==> src/rtl/core/mofb_pkg.sv <==
// Shared constants and types of the monochrome OLED frame store and refresh unit.
package mofb_pkg;

  localparam int unsigned PANEL_COLUMNS_DEF = 128;
  localparam int unsigned PANEL_ROWS_DEF    = 64;
  localparam int unsigned QUEUE_DEPTH       = 2;

  // Page-mode update stream: three command slots, then one slot per column.
  localparam int unsigned CMD_SLOTS         = 3;
  localparam int unsigned SLOT_PAGE_CMD     = 0;
  localparam int unsigned SLOT_COL_LOW_CMD  = 1;

  localparam logic [7:0] CTRL_COMMAND  = 8'h00;
  localparam logic [7:0] CTRL_DATA     = 8'h40;
  localparam logic [7:0] CMD_PAGE_BASE = 8'hB0;
  localparam logic [7:0] CMD_COL_LOW   = 8'h02;
  localparam logic [7:0] CMD_COL_HIGH  = 8'h10;

  typedef enum logic [1:0] {
    KIND_DRAW    = 2'd0,
    KIND_CLEAR   = 2'd1,
    KIND_REFRESH = 2'd2
  } kind_e;

  typedef enum logic [1:0] {
    OP_DRAW,
    OP_CLEAR,
    OP_REFRESH
  } op_e;

  typedef enum logic [1:0] {
    ST_SWEEP,
    ST_IDLE,
    ST_WRITE,
    ST_EMIT
  } back_state_e;

  typedef struct packed {
    op_e        op;
    logic [7:0] x_pos;
    logic [6:0] y_pos;
    logic       pixel_on;
  } q_entry_t;

  typedef struct packed {
    logic full;
    logic empty;
  } q_status_t;

endpackage

==> src/rtl/core/mofb_queue.sv <==
// Short FIFO of classified operations between the front end and the back end.
module mofb_queue import mofb_pkg::*; #(
  parameter int unsigned DEPTH = QUEUE_DEPTH
) (
  input  logic      clk_i,
  input  logic      rst_ni,
  input  logic      push_i,
  input  q_entry_t  entry_i,
  input  logic      pop_i,
  output q_entry_t  head_o,
  output q_status_t status_o
);

  localparam int unsigned PTRW = (DEPTH > 1) ? $clog2(DEPTH) : 1;
  localparam int unsigned CNTW = $clog2(DEPTH + 1);

  q_entry_t          ent_q [DEPTH];
  logic [PTRW-1:0]   wr_ptr_q, wr_ptr_d;
  logic [PTRW-1:0]   rd_ptr_q, rd_ptr_d;
  logic [CNTW-1:0]   count_q, count_d;

  always_comb begin
    wr_ptr_d = wr_ptr_q;
    rd_ptr_d = rd_ptr_q;
    count_d  = count_q;
    if (push_i) begin
      wr_ptr_d = (wr_ptr_q == PTRW'(DEPTH - 1)) ? '0 : wr_ptr_q + 1'b1;
    end
    if (pop_i) begin
      rd_ptr_d = (rd_ptr_q == PTRW'(DEPTH - 1)) ? '0 : rd_ptr_q + 1'b1;
    end
    if (push_i && !pop_i) begin
      count_d = count_q + 1'b1;
    end else if (pop_i && !push_i) begin
      count_d = count_q - 1'b1;
    end
  end

  always_ff @(posedge clk_i or negedge rst_ni) begin
    if (!rst_ni) begin
      wr_ptr_q <= '0;
      rd_ptr_q <= '0;
      count_q  <= '0;
    end else begin
      wr_ptr_q <= wr_ptr_d;
      rd_ptr_q <= rd_ptr_d;
      count_q  <= count_d;
    end
  end

  always_ff @(posedge clk_i) begin
    if (push_i) begin
      ent_q[wr_ptr_q] <= entry_i;
    end
  end

  assign head_o         = ent_q[rd_ptr_q];
  assign status_o.full  = (count_q == CNTW'(DEPTH));
  assign status_o.empty = (count_q == '0);

endmodule

==> config.mk <==
export PLATFORM = sky130hd
export DESIGN_NAME = mofb_queue
export DESIGN_NICKNAME = d
export VERILOG_FILES = /design/src/rtl/core/mofb_pkg.sv /design/src/rtl/core/mofb_queue.sv
export SDC_FILE = /design/constraint.sdc
export NUM_CORES = 1
export LEC_CHECK = 0
export BUFFER_PORTS_ARGS = -buffer_cell sky130_fd_sc_hd__buf_2
export CORE_MARGIN = 1.5
export CORE_UTILIZATION = 45
export DETAILED_ROUTE_END_ITERATION = 16
export GPL_ROUTABILITY_DRIVEN = 0
export GPL_TIMING_DRIVEN = 0
export PLACE_DENSITY = 0.66
export SLEW_MARGIN = 5
export SYNTH_ARGS = -nofsm -noshare
export SYNTH_HDL_FRONTEND = slang
export SYNTH_SLANG_ARGS = --single-unit
==> constraint.sdc <==
create_clock -name clk_i -period 2.5 [get_ports clk_i]
set_input_delay 0.25 -clock clk_i [delete_from_list [all_inputs] [get_ports clk_i]]
set_output_delay 0.25 -clock clk_i [all_outputs]
set_load 0.05 [all_outputs]
==> metrics.md <==
| Metric | Value |
|---|---|
| HPWL Detailed | `1570 µm` |
| Hold Fails Final Rpt | `0` |
| Post-route setup slack | `0.742 ns` |
| Multiplexer share of the synthesized area | `15.4%` |
| Die area | `0.00377 mm²` |
| Antenna viol nets, final | `0` |
| Post-route cell area | `0.00187 mm²` |
| # IOs | `42` |
| Worst path depth | `4` |
| Setup slack, reg-to-reg | `1.02 ns` |
| Initial antenna violation count | `0` |
| Clock power share | `12.4%` |
| Count of non-filler cells in the finished layout | `168` |
| Post-layout util | `56.4%` |
| Pwr/cell area | `1260 mW/mm²` |
| Reg2reg start | `wr_ptr_q` |
| CP max stage cell | `dfrtp_1` |
| Crit-path max FO | `10` |
| Worst Skew | `0.00519 ns` |
| Cts bufs inserted | `5` |
| H-Tree Depth | `2` |
| Row cnt | `21` |
| Comb pwr share | `47.0%` |
| Combinational family with the most area after synthesis | `multiplexers` |
| Clock root buffer | `clkbuf_4` |
| Post-Syn Area | `0.00154 mm²` |
| Cell area after placement | `0.00181 mm²` |
| Total global-route track usage | `13.7%` |
| Psw | `0.983 mW` |
| Post-Synth Adder-Cell Area | `0.815%` |
| CTS sink cnt | `40` |
| Grt ovf | `0` |
| Crit path to | `head_o[3]` |
| Share of layout cells above drive strength 1 | `56.6%` |
| Pre-CTS setup slack | `1.01 ns` |
| Largest net degree at the start of global routing | `19` |
| Buffer and inverter count on the worst path | `3` |
| DR pass1 iterations | `4` |
| Routed via count | `764` |
| Worst EP arrival | `1.51 ns` |
| IO buf count | `41` |
| Initial Utilization | `46.4%` |
| Register area share after synthesis | `76.9%` |
| Vias in the first global route | `758` |
| Nets | `145` |
| TritonCTS clock tree | `done` |
| Fmax | `569 MHz` |
| Initial DRC count | `17` |
| Die width | `61.4 µm` |
| Xor and xnor area share after synthesis | `2.85%` |
| DRC | `0` |
| Slew headroom | `44.2%` |
| Syn nets | `95` |
| Critical path cell sequence | `buf_6 > buf_12 > mux2_4 > buf_2` |
| #FFs+latches synth | `40` |
| Endpoints failing setup | `0` |
| Period utilisation layout | `70.3%` |
| DR WL/cell | `13.8 µm` |
| Area Overhead vs Synth | `21.7%` |
| Placed cells | `160` |
| CP Launch Point | `rd_ptr_q` |
| Post-synthesis instance total | `72` |
| Worst vdd ir | `528 µV` |
| Critical Path Start Type | `flip-flop` |
| Clock latency on the worst-skew pair | `0.33 ns` |
| First-pass GRT wire length | `3390 µm` |
| Max-slew violation count | `0` |
| Post-CTS resize count | `0` |
| Synth warn | `0` |
| Synth Area in Compound Gates | `0%` |
| Worst path max stage delay | `0.38 ns` |
| Die Y | `61.4 µm` |
| Crit. End Element | `output port` |
| Sequential power share | `40.5%` |
| Min Hold Slack | `0.0974 ns` |
| Worst flop-to-flop path endpoint | `ent_q[1][13]` |
| Setup Total Neg Slack | `0 ns` |
| Via density | `4.55` |
| Min-delay worst type | `in2reg` |
| Worst slew pin tran | `0.838 ns` |
| Leakage | `0.756 nW` |
| Max-cap violations | `0` |
| Worst endpoint required time | `2.25 ns` |
| Top Family by Delay on Critical Path | `buffers and inverters` |
| Antenna diodes | `0` |
| Core Area | `0.00331 mm²` |
| Clock Path Buffers | `2` |
| Worst R2R Path Depth | `1` |
| Pint | `1.36 mW` |
| CP Class | `reg2out` |
| Synth unique cells | `13` |
| Switching Share | `41.9%` |
| Simple-Gate Fraction of Synth Area | `1.71%` |
| WL final | `2320 µm` |
| Clk slew on worst S/H paths | `0.11 ns` |
| RSZ-0062 raised after global routing | `false` |
| Status | `finished clean` |
| Pwr Total | `2.34 mW` |
| Tmin final | `1.76 ns` |
| Syn avg cell area | `21.3 µm²` |
[layout make-up]
class	instances	area [µm²]
plain buffers	2	31.3
fillers	289	1440
well taps	46	57.6
repair buffers	43	226
clock buffers	6	41.3
flip-flops and latches	40	1180
inverters	1	3.75
clock inverters	1	5.00
multi-input cells	29	322
[cells in the mapped netlist]
| library cell | count | area share [%] |
|---|---|---|
| edfxtp_1 | 36 | 70 |
| mux2_2 | 9 | 6.6 |
| mux2_4 | 9 | 8.8 |
| dfrtp_1 | 4 | 6.5 |
| xor2_1 | 4 | 2.3 |
| nor2_1 | 2 | 0.49 |
| nor2b_1 | 2 | 0.81 |
| and2_1 | 1 | 0.41 |
| buf_12 | 1 | 1.3 |
| buf_6 | 1 | 0.73 |
| ha_1 | 1 | 0.81 |
| inv_1 | 1 | 0.24 |
| xnor2_1 | 1 | 0.57 |
[cells by family after synthesis]
| kind of cell | after synthesis |
|---|---|
| adder cells (fa/ha/maj) | 1 |
| flip-flops | 40 |
| XOR/XNOR | 5 |
| AND/OR/NAND/NOR | 5 |
| multiplexers | 18 |
| buffers and inverters | 3 |
[what timing repair did]
action                    4_1_cts  5_1_grt
hold buffers                    1        0
hold endpoints to repair        4        0
buffers inserted                0        0
[layout by cell type (no fill, tap or decap), drive strengths merged]
master	n
nor2b	2
clkinv	1
nor2	2
clkbuf	6
inv	1
and2	1
ha	1
dlygate4sd3	1
buf	44
mux2	18
xnor2	1
xor2	4
dfrtp	4
edfxtp	36
[flip-flops by register name, indices dropped and copies added, names as in the netlist]
name and count:
rd_ptr_q 1, wr_ptr_q 1, ent_q 36, count_q 2
[routing by layer]
metal | track usage [%] | up-vias | share of wire [%]
li1 | - | 371 | -
met1 | 14.1 | 368 | 38
met2 | 23.3 | 23 | 55
met3 | 6.93 | 2 | 6.1
met4 | 6.38 | 0 | 0.91
met5 | 0 | - | 0
[power by group through the flow]
stage          sequential [mW]  clock [mW]  combinational, mW
2_1_floorplan            0.951           0              0.912
3_3_place_gp             0.957           0               1.10
3_5_place_dp             0.966           0               1.12
4_1_cts                  0.952       0.304               1.12
5_1_grt                  0.962       0.336               1.16
6_report                 0.950       0.292               1.10
[worst min path at each step]
stage | from | endpoint | slack (ns) | depth (start not counted)
floorplan | rst_ni | count_q[0] | -0.05 | 0
global placement | rst_ni | count_q[0] | 0.06 | 1
detailed placement | rst_ni | count_q[0] | 0.06 | 1
CTS | entry_i[0] | ent_q[1][0] | 0.08 | 1
global route | entry_i[3] | ent_q[1][3] | 0.06 | 1
finish | entry_i[1] | ent_q[1][1] | 0.1 | 1
No activity file was read; power rests on OpenSTA's default activity.
